--- src/rtl/json_string_unescape_utf8_defines.svh ---
// Assertion macros shared by the JSON string unescape RTL.
`ifndef JSON_STRING_UNESCAPE_UTF8_DEFINES_SVH
`define JSON_STRING_UNESCAPE_UTF8_DEFINES_SVH

`ifndef SYNTHESIS
// Same-cycle implication, checked at every rising edge outside reset.
`define JSU_ASSERT_IMP(label, clk, rst, ante, cons) \
  label: assert property (@(posedge clk) disable iff (rst) (ante) |-> (cons)) \
    else $error("jsu assertion failed");
// Next-cycle implication, checked at every rising edge outside reset.
`define JSU_ASSERT_NXT(label, clk, rst, ante, cons) \
  label: assert property (@(posedge clk) disable iff (rst) (ante) |=> (cons)) \
    else $error("jsu assertion failed");
`else
`define JSU_ASSERT_IMP(label, clk, rst, ante, cons)
`define JSU_ASSERT_NXT(label, clk, rst, ante, cons)
`endif

`endif

--- src/rtl/jsu_pkg.sv ---
// Types, constants and helper functions of the JSON string unescape block.
package jsu_pkg;

  typedef struct packed {
    logic [7:0] in_byte;
    logic       text_end;
  } in_t;

  typedef struct packed {
    logic [7:0] out_byte;
    logic       byte_valid;
    logic       string_done;
    logic [2:0] status;
    logic       last;
  } out_t;

  // Most beats one input item can cause.
  localparam int BurstMax = 6;

  typedef struct packed {
    out_t [3:0] rec;
    logic [2:0] len;
  } seg_t;

  typedef struct packed {
    out_t [BurstMax-1:0] rec;
    logic [2:0]          count;
  } burst_t;

  localparam logic [2:0] STATUS_OK          = 3'd0;
  localparam logic [2:0] STATUS_BAD_ESCAPE  = 3'd1;
  localparam logic [2:0] STATUS_BAD_HEX     = 3'd2;
  localparam logic [2:0] STATUS_SHORT_HEX   = 3'd3;
  localparam logic [2:0] STATUS_NO_QUOTE    = 3'd4;
  localparam logic [2:0] STATUS_OPEN_ESCAPE = 3'd5;

  localparam logic [7:0] CH_QUOTE     = 8'h22;
  localparam logic [7:0] CH_BACKSLASH = 8'h5C;
  localparam logic [7:0] CH_SLASH     = 8'h2F;
  localparam logic [7:0] CH_U         = 8'h75;

  localparam logic [15:0] HIGH_SURR_MIN = 16'hD800;
  localparam logic [15:0] HIGH_SURR_MAX = 16'hDBFF;
  localparam logic [15:0] LOW_SURR_MIN  = 16'hDC00;
  localparam logic [15:0] LOW_SURR_MAX  = 16'hDFFF;
  localparam logic [20:0] SUPP_BASE     = 21'h10000;
  localparam logic [20:0] LIMIT_1BYTE   = 21'h80;
  localparam logic [20:0] LIMIT_2BYTE   = 21'h800;
  localparam logic [7:0]  UTF8_CONT     = 8'h80;
  localparam logic [7:0]  UTF8_LEAD2    = 8'hC0;
  localparam logic [7:0]  UTF8_LEAD3    = 8'hE0;
  localparam logic [7:0]  UTF8_LEAD4    = 8'hF0;

  function automatic out_t mk_byte(logic [7:0] b);
    out_t r;
    r            = '0;
    r.out_byte   = b;
    r.byte_valid = 1'b1;
    return r;
  endfunction

  function automatic seg_t seg_one(out_t r);
    seg_t s;
    s        = '0;
    s.rec[0] = r;
    s.len    = 3'd1;
    return s;
  endfunction

  function automatic seg_t seg_utf8(logic [20:0] c);
    seg_t s;
    s = '0;
    if (c < LIMIT_1BYTE) begin
      s.rec[0] = mk_byte(c[7:0]);
      s.len    = 3'd1;
    end else if (c < LIMIT_2BYTE) begin
      s.rec[0] = mk_byte(UTF8_LEAD2 | {3'b000, c[10:6]});
      s.rec[1] = mk_byte(UTF8_CONT | {2'b00, c[5:0]});
      s.len    = 3'd2;
    end else if (c < SUPP_BASE) begin
      s.rec[0] = mk_byte(UTF8_LEAD3 | {4'b0000, c[15:12]});
      s.rec[1] = mk_byte(UTF8_CONT | {2'b00, c[11:6]});
      s.rec[2] = mk_byte(UTF8_CONT | {2'b00, c[5:0]});
      s.len    = 3'd3;
    end else begin
      s.rec[0] = mk_byte(UTF8_LEAD4 | {5'b00000, c[20:18]});
      s.rec[1] = mk_byte(UTF8_CONT | {2'b00, c[17:12]});
      s.rec[2] = mk_byte(UTF8_CONT | {2'b00, c[11:6]});
      s.rec[3] = mk_byte(UTF8_CONT | {2'b00, c[5:0]});
      s.len    = 3'd4;
    end
    return s;
  endfunction

endpackage

--- src/rtl/jsu_decode.sv ---
// Escape decoder: scan state registers and the per-byte result builder.
module jsu_decode
  import jsu_pkg::*;
(
  input  logic   clk,
  input  logic   rst,
  input  in_t    in_data,
  input  logic   take,
  output burst_t burst
);

  typedef enum logic [2:0] {
    MODE_PLAIN = 3'd0,
    MODE_ESC   = 3'd1,
    MODE_HEX   = 3'd2,
    MODE_HWAIT = 3'd3,
    MODE_HESC  = 3'd4
  } mode_t;

  mode_t       mode, mode_next;
  logic [15:0] hex_accum, hex_accum_next;
  logic [1:0]  hex_count, hex_count_next;
  logic [15:0] pending_high, pending_high_next;
  logic        pending_valid, pending_valid_next;

  logic        go_plain, fail_now, clear_now;
  logic [2:0]  fail_code;
  logic        digit_ok, simple_ok;
  logic [3:0]  digit;
  logic [7:0]  simple_byte;
  logic [15:0] code;
  seg_t        seg_a, seg_b;
  logic [3:0]  total, pos, off;

  always_comb begin
    digit_ok = 1'b1;
    digit    = 4'd0;
    if (in_data.in_byte inside {[8'h30:8'h39]}) begin
      digit = 4'(in_data.in_byte - 8'h30);
    end else if (in_data.in_byte inside {[8'h61:8'h66]}) begin
      digit = 4'(in_data.in_byte - 8'h57);
    end else if (in_data.in_byte inside {[8'h41:8'h46]}) begin
      digit = 4'(in_data.in_byte - 8'h37);
    end else begin
      digit_ok = 1'b0;
    end
  end

  always_comb begin
    simple_ok   = 1'b1;
    simple_byte = 8'h00;
    case (in_data.in_byte)
      CH_QUOTE:     simple_byte = CH_QUOTE;
      CH_BACKSLASH: simple_byte = CH_BACKSLASH;
      CH_SLASH:     simple_byte = CH_SLASH;
      8'h62:        simple_byte = 8'h08;
      8'h66:        simple_byte = 8'h0C;
      8'h6E:        simple_byte = 8'h0A;
      8'h72:        simple_byte = 8'h0D;
      8'h74:        simple_byte = 8'h09;
      default:      simple_ok   = 1'b0;
    endcase
  end

  always_comb begin
    mode_next          = mode;
    hex_accum_next     = hex_accum;
    hex_count_next     = hex_count;
    pending_high_next  = pending_high;
    pending_valid_next = pending_valid;
    seg_a              = '0;
    seg_b              = '0;
    go_plain           = 1'b0;
    fail_now           = 1'b0;
    clear_now          = 1'b0;
    fail_code          = STATUS_OK;
    code               = {hex_accum[11:0], digit};

    case (mode)
      MODE_HWAIT: begin
        if (in_data.text_end) begin
          fail_now  = 1'b1;
          fail_code = STATUS_NO_QUOTE;
        end else if (in_data.in_byte == CH_BACKSLASH) begin
          mode_next = MODE_HESC;
        end else begin
          // The held high surrogate was not followed by an escape: flush it.
          seg_a              = seg_utf8({5'b00000, pending_high});
          pending_high_next  = '0;
          pending_valid_next = 1'b0;
          mode_next          = MODE_PLAIN;
          go_plain           = 1'b1;
        end
      end
      MODE_ESC, MODE_HESC: begin
        if (in_data.text_end) begin
          fail_now  = 1'b1;
          fail_code = STATUS_OPEN_ESCAPE;
        end else if (in_data.in_byte == CH_U) begin
          mode_next      = MODE_HEX;
          hex_accum_next = '0;
          hex_count_next = '0;
        end else if (!simple_ok) begin
          fail_now  = 1'b1;
          fail_code = STATUS_BAD_ESCAPE;
        end else begin
          if (mode == MODE_HESC) begin
            seg_a = seg_utf8({5'b00000, pending_high});
          end
          pending_high_next  = '0;
          pending_valid_next = 1'b0;
          seg_b              = seg_one(mk_byte(simple_byte));
          mode_next          = MODE_PLAIN;
        end
      end
      MODE_HEX: begin
        if (in_data.text_end) begin
          fail_now  = 1'b1;
          fail_code = STATUS_SHORT_HEX;
        end else if (!digit_ok) begin
          fail_now  = 1'b1;
          fail_code = STATUS_BAD_HEX;
        end else if (hex_count != 2'd3) begin
          hex_accum_next = code;
          hex_count_next = hex_count + 2'd1;
        end else begin
          hex_accum_next     = '0;
          hex_count_next     = '0;
          mode_next          = MODE_PLAIN;
          pending_high_next  = '0;
          pending_valid_next = 1'b0;
          if (pending_valid && code >= LOW_SURR_MIN && code <= LOW_SURR_MAX) begin
            // High and low surrogate pair into one supplementary code point.
            seg_b = seg_utf8(SUPP_BASE + 21'({pending_high[9:0], code[9:0]}));
          end else begin
            if (pending_valid) begin
              seg_a = seg_utf8({5'b00000, pending_high});
            end
            if (code >= HIGH_SURR_MIN && code <= HIGH_SURR_MAX) begin
              pending_high_next  = code;
              pending_valid_next = 1'b1;
              mode_next          = MODE_HWAIT;
            end else begin
              seg_b = seg_utf8({5'b00000, code});
            end
          end
        end
      end
      default: go_plain = 1'b1;
    endcase

    if (go_plain) begin
      if (in_data.text_end) begin
        fail_now  = 1'b1;
        fail_code = STATUS_NO_QUOTE;
      end else if (in_data.in_byte == CH_QUOTE) begin
        clear_now             = 1'b1;
        seg_b                 = '0;
        seg_b.rec[0].string_done = 1'b1;
        seg_b.len             = 3'd1;
      end else if (in_data.in_byte == CH_BACKSLASH) begin
        mode_next = MODE_ESC;
      end else begin
        mode_next = MODE_PLAIN;
        seg_b     = seg_one(mk_byte(in_data.in_byte));
      end
    end

    if (fail_now) begin
      // Errors drop any held surrogate and report a single status beat.
      clear_now           = 1'b1;
      seg_a               = '0;
      seg_b               = '0;
      seg_b.rec[0].status = fail_code;
      seg_b.len           = 3'd1;
    end

    if (clear_now) begin
      mode_next          = MODE_PLAIN;
      hex_accum_next     = '0;
      hex_count_next     = '0;
      pending_high_next  = '0;
      pending_valid_next = 1'b0;
    end
  end

  // Splice the two segments into one burst and flag its final beat.
  always_comb begin
    burst       = '0;
    total       = {1'b0, seg_a.len} + {1'b0, seg_b.len};
    burst.count = total[2:0];
    pos         = '0;
    off         = '0;
    for (int i = 0; i < BurstMax; i++) begin
      pos = 4'(i);
      off = pos - {1'b0, seg_a.len};
      if (pos < {1'b0, seg_a.len}) begin
        burst.rec[i] = seg_a.rec[pos[1:0]];
      end else if (off < {1'b0, seg_b.len}) begin
        burst.rec[i] = seg_b.rec[off[1:0]];
      end
      if (pos == total - 4'd1) begin
        burst.rec[i].last = 1'b1;
      end
    end
  end

  always_ff @(posedge clk) begin
    if (rst) begin
      mode          <= MODE_PLAIN;
      hex_accum     <= '0;
      hex_count     <= '0;
      pending_high  <= '0;
      pending_valid <= 1'b0;
    end else if (take) begin
      mode          <= mode_next;
      hex_accum     <= hex_accum_next;
      hex_count     <= hex_count_next;
      pending_high  <= pending_high_next;
      pending_valid <= pending_valid_next;
    end
  end

endmodule

--- src/rtl/jsu_burst_queue.sv ---
// Two-slot result queue that streams each registered burst out one beat at a time.
`include "json_string_unescape_utf8_defines.svh"

module jsu_burst_queue
  import jsu_pkg::*;
(
  input  logic   clk,
  input  logic   rst,
  input  burst_t burst,
  input  logic   push_req,
  output logic   can_push,
  output logic   out_valid,
  input  logic   out_ready,
  output out_t   out_data
);

  burst_t     slot_burst [2];
  logic [1:0] slot_full, slot_full_next;
  logic       wr_ptr, rd_ptr;
  logic [2:0] idx;
  logic       push, pop, pop_final, final_beat;

  assign can_push   = !slot_full[wr_ptr];
  assign push       = push_req && can_push && (burst.count != 3'd0);
  assign out_valid  = slot_full[rd_ptr];
  assign out_data   = slot_burst[rd_ptr].rec[idx];
  assign pop        = out_valid && out_ready;
  assign final_beat = (idx == slot_burst[rd_ptr].count - 3'd1);
  assign pop_final  = pop && final_beat;

  // A push and a final pop never touch the same slot in one cycle.
  always_comb begin
    slot_full_next = slot_full;
    if (push) begin
      slot_full_next[wr_ptr] = 1'b1;
    end
    if (pop_final) begin
      slot_full_next[rd_ptr] = 1'b0;
    end
  end

  always_ff @(posedge clk) begin
    if (push) begin
      slot_burst[wr_ptr] <= burst;
    end
  end

  always_ff @(posedge clk) begin
    if (rst) begin
      slot_full <= '0;
      wr_ptr    <= 1'b0;
      rd_ptr    <= 1'b0;
      idx       <= '0;
    end else begin
      slot_full <= slot_full_next;
      if (push) begin
        wr_ptr <= !wr_ptr;
      end
      if (pop_final) begin
        rd_ptr <= !rd_ptr;
        idx    <= '0;
      end else if (pop) begin
        idx <= idx + 3'd1;
      end
    end
  end

  `JSU_ASSERT_IMP(a_slot_not_empty, clk, rst, out_valid, slot_burst[rd_ptr].count != 3'd0)
  `JSU_ASSERT_IMP(a_idx_in_burst, clk, rst, out_valid, idx < slot_burst[rd_ptr].count)
  `JSU_ASSERT_IMP(a_last_on_final, clk, rst, out_valid, out_data.last == final_beat)
  `JSU_ASSERT_NXT(a_final_frees_slot, clk, rst, pop_final, rd_ptr != $past(rd_ptr) && idx == 3'd0)

endmodule

--- src/rtl/json_string_unescape_utf8.sv ---
// A result burst is registered into a free queue slot as its input beat is accepted.
// Throughput: one input beat per cycle while each item yields at most one beat and
// the receiver takes every beat; an item that yields N beats (up to six for a
// flushed surrogate plus a code point) holds the output until all N are taken; the
// second slot takes one more item meanwhile; then input waits until a slot is freed.
// Reset: synchronous, active high; returns to plain body mode with empty result slots.
// Top level of the JSON string body unescaper with UTF-8 output.
module json_string_unescape_utf8
  import jsu_pkg::*;
(
  input  logic clk,
  input  logic rst,
  input  logic in_valid,
  output logic in_ready,
  input  in_t  in_data,
  output logic out_valid,
  input  logic out_ready,
  output out_t out_data
);

  // The decoder works combinationally from the scan state and the incoming
  // beat; its burst of results is captured in a free queue slot on the same
  // edge that accepts the beat and advances the scan state. Input readiness
  // therefore depends only on whether the slot about to be written is free,
  // never on out_ready, so the two sides are decoupled by registers.
  logic   take;
  burst_t burst;

  assign take = in_valid && in_ready;

  jsu_decode u_decode (
    .clk     (clk),
    .rst     (rst),
    .in_data (in_data),
    .take    (take),
    .burst   (burst)
  );

  // The queue replays each burst beat by beat; the last flag is already set
  // on the final beat of every burst, so the consumer can frame items.
  jsu_burst_queue u_queue (
    .clk       (clk),
    .rst       (rst),
    .burst     (burst),
    .push_req  (in_valid),
    .can_push  (in_ready),
    .out_valid (out_valid),
    .out_ready (out_ready),
    .out_data  (out_data)
  );

endmodule

--- config.mk ---
export PLATFORM = sky130hd
export DESIGN_NAME = json_string_unescape_utf8
export DESIGN_NICKNAME = d
export VERILOG_FILES = /design/src/rtl/jsu_pkg.sv /design/src/rtl/jsu_decode.sv /design/src/rtl/jsu_burst_queue.sv /design/src/rtl/json_string_unescape_utf8.sv
export VERILOG_INCLUDE_DIRS = /design/src /design/src/rtl
export SDC_FILE = /design/constraint.sdc
export NUM_CORES = 1
export LEC_CHECK = 0
export BUFFER_PORTS_ARGS = -buffer_cell sky130_fd_sc_hd__buf_2
export CORE_MARGIN = 2
export CORE_UTILIZATION = 35
export DETAILED_ROUTE_END_ITERATION = 16
export GPL_TIMING_DRIVEN = 1
export HOLD_SLACK_MARGIN = 0.08
export PLACE_DENSITY_LB_ADDON = 0.1
export SLEW_MARGIN = 20
export SYNTH_ARGS = -nofsm -noshare
export SYNTH_HDL_FRONTEND = slang
export SYNTH_SLANG_ARGS = --single-unit
--- constraint.sdc ---
create_clock -name clk -period 22.9 [get_ports clk]
set_input_delay 5.725 -clock clk [delete_from_list [all_inputs] [get_ports clk]]
set_output_delay 5.725 -clock clk [all_outputs]
set_load 0.03 [all_outputs]
; Word level (Yosys, flattened, before mapping)
; Memory sizes are Yosys's and may differ from the RTL's. A register that Yosys moved wholly into a read port is not among the register bits.
; Cells that the tools add are included.
[totals]
register_bits = 41
mem_bits_rw = 174
input_bits = 13
output_inout_bits = 16
wordCells = 296
mem_count = 1
[mem_list]
columns = name, depth, width, read_ports, rd_ports_with_merged_regs, wr, line_no
row1 = u_queue.slot_burst, 2, 87, 1, 1, 1, jsu_burst_queue.sv:17  ; burst_t slot_burst [2];
[classes]
addsub = 15
magnitude_cmp = 40
eq_ne = 29
muxes = 174
n_bitwise = 3
reduce_logical = 25
[op_table]
columns = cell, count
row1 = 59-bit two-way mux, 24
row2 = 14-bit two-way mux, 22
row3 = 59-bit one-hot mux with 3 select lines, 1
row4 = 16-bit two-way mux, 11
row5 = 14-bit binary-select mux with 2-bit select, 6
row6 = 59-bit one-hot mux with 2 select lines, 1
row7 = 28-bit two-way mux, 3
row8 = 12-bit two-way mux, 6
row9 = 17-bit two-way mux, 4
row10 = 29-bit two-way mux, 2
row11 = 3-bit two-way mux, 19
row12 = "8-bit by 7-bit == test with 1-bit output, second input constant", 7
row13 = 7-bit one-hot mux with 8 select lines, 1
row14 = 16-bit one-hot mux with 3 select lines, 1
row15 = 1-bit two-way mux, 47
row16 = 43-bit two-way mux, 1
row17 = 14-bit binary-select mux with 3-bit select, 1
row18 = 42-bit two-way mux, 1
row19 = "16-bit >= comparator, second input constant", 2
row20 = "16-bit less-or-equal comparator, second input constant", 2
row21 = "16-bit by 12-bit less-than comparator with 1-bit output, second input constant", 2
row22 = "16-bit by 8-bit less-than comparator with 1-bit output, second input constant", 2
row23 = 31-bit two-way mux, 1
row24 = 4-bit by 3-bit less-than comparator with 1-bit output, 6
row25 = 56 further kinds, 113

; Logic depth before layout (Yosys ltp)
[logic_depth]
depth_word = 26
mapped_depth = 20
depth_no_buf = 17

; Hierarchy
; A second synthesis with hierarchy kept.
[hier_totals]
hier_cells = 1016
area_unflattened_um2 = 11730.0
[by_module_without_submodules]
columns = module, instances, cells_per_inst, area_per_inst_um2, seq_area_each_um2
row1 = jsu_burst_queue, 1, 320, 6914.1, 5385.2
row2 = jsu_decode, 1, 695, 4809.6, 680.7
row3 = json_string_unescape_utf8, 1, 1, 6.3, 0.0

; Least setup slack after synthesis
; Ideal clock, no wire load.
[synth_timing]
kind = input to register
start = input port in_data[8] (netlist name)
end = memory u_queue.slot_burst[0][0] (netlist name), enable pin
setup_ns = 0.642
arrival_ns = 14.777
t_required_ns = 22.258
slack_ns = 7.481
cell_stages = 11
n_path_buf = 1
cell_sequence = buf_2 -> or4b_4 -> a311oi_4 -> o31ai_2 -> nor3_1 -> o311ai_0 -> ha_1 -> fa_1 -> xnor2_1 -> ha_1 -> nor3_1
[synth_via]
elab_chain_len = 25
[synth_lines]
columns = item, line_no
row1 = start: declaration, json_string_unescape_utf8.sv:15  ; input in_t in_data,
row2 = 8-bit by 7-bit >= comparator with 1-bit output or 8-bit by 7-bit less-or-equal comparator with 1-bit output (tied branches), jsu_decode.sv:42  ; end else if (in_data.in_byte inside {[8'h41:8'h46]}) begin
row3 = 1-bit logical AND, jsu_decode.sv:42
row4 = 4-bit two-way mux, jsu_decode.sv:42
row5 = 4-bit two-way mux, jsu_decode.sv:40  ; end else if (in_data.in_byte inside {[8'h61:8'h66]}) begin
row6 = 4-bit two-way mux, jsu_decode.sv:38  ; if (in_data.in_byte inside {[8'h30:8'h39]}) begin
row7 = 17-bit by 20-bit adder with 21-bit output, jsu_decode.sv:134  ; seg_b = seg_utf8(SUPP_BASE + 21'({pending_high[9:0], code[9:0]}));
row8 = 21-bit by 17-bit less-than comparator with 1-bit output, jsu_pkg.sv:80  ; end else if (c < SUPP_BASE) begin
row9 = 43-bit two-way mux, jsu_pkg.sv:80
row10 = (+9 left out), n/a
row11 = 59-bit two-way mux, jsu_decode.sv:153  ; if (in_data.text_end) begin
row12 = 59-bit two-way mux, jsu_decode.sv:152  ; if (go_plain) begin
row13 = 59-bit two-way mux, jsu_decode.sv:169  ; if (fail_now) begin
row14 = 3-bit by 3-bit adder with 4-bit output (*), jsu_decode.sv:190  ; total = {1'b0, seg_a.len} + {1'b0, seg_b.len};
row15 = 3-bit nonzero test (*), jsu_burst_queue.sv:24  ; assign push = push_req && can_push && (burst.count != 3'd0);
row16 = 1-bit logical AND (*), jsu_burst_queue.sv:24
row17 = 1-bit two-way mux (*), jsu_burst_queue.sv:43  ; if (push) begin
row18 = 1-bit two-way mux (not written as such) (*), jsu_burst_queue.sv:44  ; slot_burst[wr_ptr] <= burst;
row19 = end: declaration, jsu_burst_queue.sv:17
; Mark *: on every way between the ends. The rest lies on a longest branch, timed or not.

==> load_flow_metrics.sql <==
INSERT INTO impl_metrics (metric_group, metric, value, unit) VALUES
('route', 'drt-vias-per-instance', '5.75', ''),
('synth', 'synth.lib_cells_used.distinct', '88', ''),
('final_layout', 'mostFrequentLayoutCells', 'edfxtp_1, nor2_1, a21oi_1', ''),
('synth', 'postSynth.topFlopCell', 'edfxtp_1', ''),
('route', 'vias', '8751', ''),
('global_routing', 'grt_max_degree', '74', ''),
('critical_path', 'timing.critical_path.arrival', '11.20', 'ns'),
('critical_path', 'critical_path.reg2reg.endpoint', 'u_queue.slot_burst[1][41]$_DFFE_PP_', ''),
('timing', 'peak_freq', '0.0921', 'GHz'),
('floorplan', 'fp.dieW', '187', 'um'),
('synth', 'synth-edff-count', '174', ''),
('placement', 'preCtsSetupSlack', '11.48', 'ns'),
('clock_tree', 'cts.repair.resized', '0', ''),
('timing', 'worst-slew-pin-transition', '1.01', 'ns'),
('clock_tree', 'h-tree-depth', '1', ''),
('clock_tree', 'holdBufCountCts', '0', ''),
('global_routing', 'grt_first_pass_wirelength', '53.7', 'mm'),
('route', 'drc', '0', ''),
('timing', 'report.final.setup_viol', '0', ''),
('synth', 'postSynthAreaPerCell', '11.3', 'um2'),
('timing', 'period_minus_slack', '10.85', 'ns'),
('clock_tree', 'clock_tree_root_buffer_cell', 'clkbuf_16', ''),
('floorplan', 'core_area', '33400', 'um2'),
('clock_tree', 'clk_transition_reported_paths', '0.06', 'ns'),
('timing', 'slew_headroom', '0.325', ''),
('pwr', 'cellPowerDensity', '70.3', 'nW/um2'),
('critical_path', 'reg2reg_from', 'u_decode.pending_high[6]$_SDFFE_PP0P_', ''),
('critical_path', 'endpoint_kind_of_the_worst_setup_timing_path', 'register', ''),
('critical_path', 'path_max_fanout', '20', ''),
('synth', 'synth-seq-cells', '216', ''),
('critical_path', 'minimum_setup_slack_among_reg_to_reg_paths', '17.15', 'ns'),
('timing', 'finalCritPeriodShare', '0.474', ''),
('clock_tree', 'tritoncts_num_sinks', '216', ''),
('final_layout', 'flow.area_growth_from_synthesis', '11.9', '%'),
('timing', 'rsz0062_at_grt', 'false', ''),
('global_routing', 'initial_antenna_violation_count', '0', ''),
('synth', 'seq_area_frac_synth', '0.515', ''),
('floorplan', 'dieHeight', '187', 'um'),
('floorplan', 'io_pins', '29', ''),
('route', 'drt.antenna.violating_nets', '0', ''),
('critical_path', 'worst_setup_endpoint', 'u_queue.slot_burst[0][38]$_DFFE_PP_', ''),
('synth', 'synth.area.top_cells', 'edfxtp_1, mux4_2, dfxtp_1, a21oi_1, nor2_1', ''),
('critical_path', 'r2r_cells', '14', ''),
('hold_path', 'min-delay-path-class', 'reg -> reg', ''),
('timing', 'final_hold_viol_count', '0', ''),
('synth', 'yosys.area.top_type_share', '0.444', ''),
('critical_path', 'worst_setup_path_startpoint', 'in_data[2]', ''),
('floorplan', 'start_util', '0.353', ''),
('route', 'initialDrtViolationCount', '841', ''),
('critical_path', 'timing.setup.critical_path_class', 'in -> reg', ''),
('route', 'post_drt_wl_per_cell', '22.9', 'um'),
('timing', 'fin_hold_ws', '0.460', 'ns'),
('timing', 'final_max_slew_viol_count', '0', ''),
('pwr', 'vdd_ir_drop_max', '47.6', 'uV'),
('flow_run', 'max_cap_violations', '0', ''),
('route', 'route.final.wire_length', '34.9', 'mm'),
('synth', 'post-synth-top-area-cell', 'edfxtp_1', ''),
('final_layout', 'n_antenna_cell', '0', ''),
('floorplan', 'design.die.area', '35100', 'um2'),
('placement', 'buffer_ports.inserted', '28', ''),
('global_routing', 'global_route.overflow_total', '0', ''),
('status', 'status', 'finished, final reports clean', ''),
('global_routing', 'vias_in_the_first_global_route', '8610', ''),
('final_layout', 'layout-drive-gt1-share', '0.152', ''),
('critical_path', 'crit_path_start_kind', 'input pin', ''),
('clock_tree', 'setup_bufs_post_cts', '0', ''),
('global_routing', 'total_global_route_track_usage', '0.198', ''),
('synth', 'post_synthesis_instance_total', '1038', ''),
('timing', 'setup-tns-final', '0', 'ns'),
('placement', 'dp.final_hpwl', '24.6', 'mm'),
('clock_tree', 'tritoncts_clock_tree', 'yes', '');
[per-layer routing]
layer,part of all wire,GRT usage,vias up
met3,0.053,0.0246,72
met5,0,0,-
met1,0.46,0.284,4307
li1,-,-,4070
met2,0.46,0.311,302
met4,0.033,0.0630,0
[per-stage QoR]
stage / cell area [um2] / cells
final: 13200 / 1523
after global routing: 13200 / 1523
after CTS: 13200 / 1523
after detailed placement: 12400 / 1477
after global placement: 12400 / 1477
after floorplan: 11800 / 1055
[kinds of logic after synthesis]
kind of cell	count (synthesis)	share of synthesized area
compound gates	295	0.171
xor+xnor	13	0.00967
fa+ha+maj	21	0.0236
buf+inv	105	0.0371
flops	216	0.515
mux	65	0.100
other cells	1	0.000318
simple gates	322	0.143
[cells in the mapped netlist, drive strengths merged (19+ instances only)]
library cell / n
ha: 19
a21oi: 75
nand2: 64
nand3: 32
buf: 23
nor2: 82
inv: 34
o22ai: 35
dfxtp: 42
mux2i: 21
o21ai: 49
clkbuf: 48
mux4: 42
nor3: 43
edfxtp: 174
a211oi: 22
[flip-flops by register name, indices dropped and copies added, names as in the netlist, named ones only]
register	flops
u_decode.hex_count	2
u_queue.slot_burst	174
u_decode.mode	3
u_decode.pending_valid	1
u_queue.wr_ptr	1
u_queue.idx	3
u_decode.hex_accum	12
u_decode.pending_high	16
u_queue.slot_full	2
u_queue.rd_ptr	1
[worst min path at each step]
stage | start | endpoint | slack (ns) | cells past startpoint
2_1_floorplan | u_decode.hex_count[1]$_SDFFE_PP0P_ | u_decode.hex_count[1]$_SDFFE_PP0P_ | 0.44 | 2
3_3_place_gp | u_decode.hex_count[1]$_SDFFE_PP0P_ | u_decode.hex_count[1]$_SDFFE_PP0P_ | 0.44 | 2
3_5_place_dp | u_decode.hex_count[1]$_SDFFE_PP0P_ | u_decode.hex_count[1]$_SDFFE_PP0P_ | 0.46 | 2
4_1_cts | u_decode.hex_count[1]$_SDFFE_PP0P_ | u_decode.hex_count[1]$_SDFFE_PP0P_ | 0.47 | 2
5_1_grt | u_decode.hex_count[1]$_SDFFE_PP0P_ | u_decode.hex_count[1]$_SDFFE_PP0P_ | 0.48 | 2
6_report | u_decode.hex_count[1]$_SDFFE_PP0P_ | u_decode.hex_count[1]$_SDFFE_PP0P_ | 0.46 | 2
[worst max-delay path, cell delays in order]
cell and delay [ns]:
buf_2 0.19, inv_1 0.11, ha_1 0.26, nor3b_1 0.55
a311oi_4 0.17, o2111ai_4 0.35, o22ai_2 0.15, nor2_2 0.46
nor2_1 0.21, buf_4 0.26, ha_1 0.61, inv_2 0.20
ha_1 0.31, a21oi_1 0.12, a21oi_1 0.05, nor3_1 0.59
nand2_1 0.51, o21ai_0 0.38
[area by class of cell]
class / instances / area [um2]
flip-flops and latches: 216 / 6070
well taps: 448 / 561
clock inverters: 11 / 83.8
clock buffers: 35 / 713
inverters: 34 / 128
repair buffers: 45 / 268
fillers: 3322 / 20200
multi-input cells: 734 / 5360
[power breakdown]
part / internal (mW) / leakage, nW / switching (mW)
Sequential: 0.447 / 2.07 / 0.00689
Clock: 0.219 / 0.389 / 0.161
Combinational: 0.0329 / 1.92 / 0.0588
Total: 0.699 / 4.38 / 0.227
No activity file was read; power rests on OpenSTA's default activity.
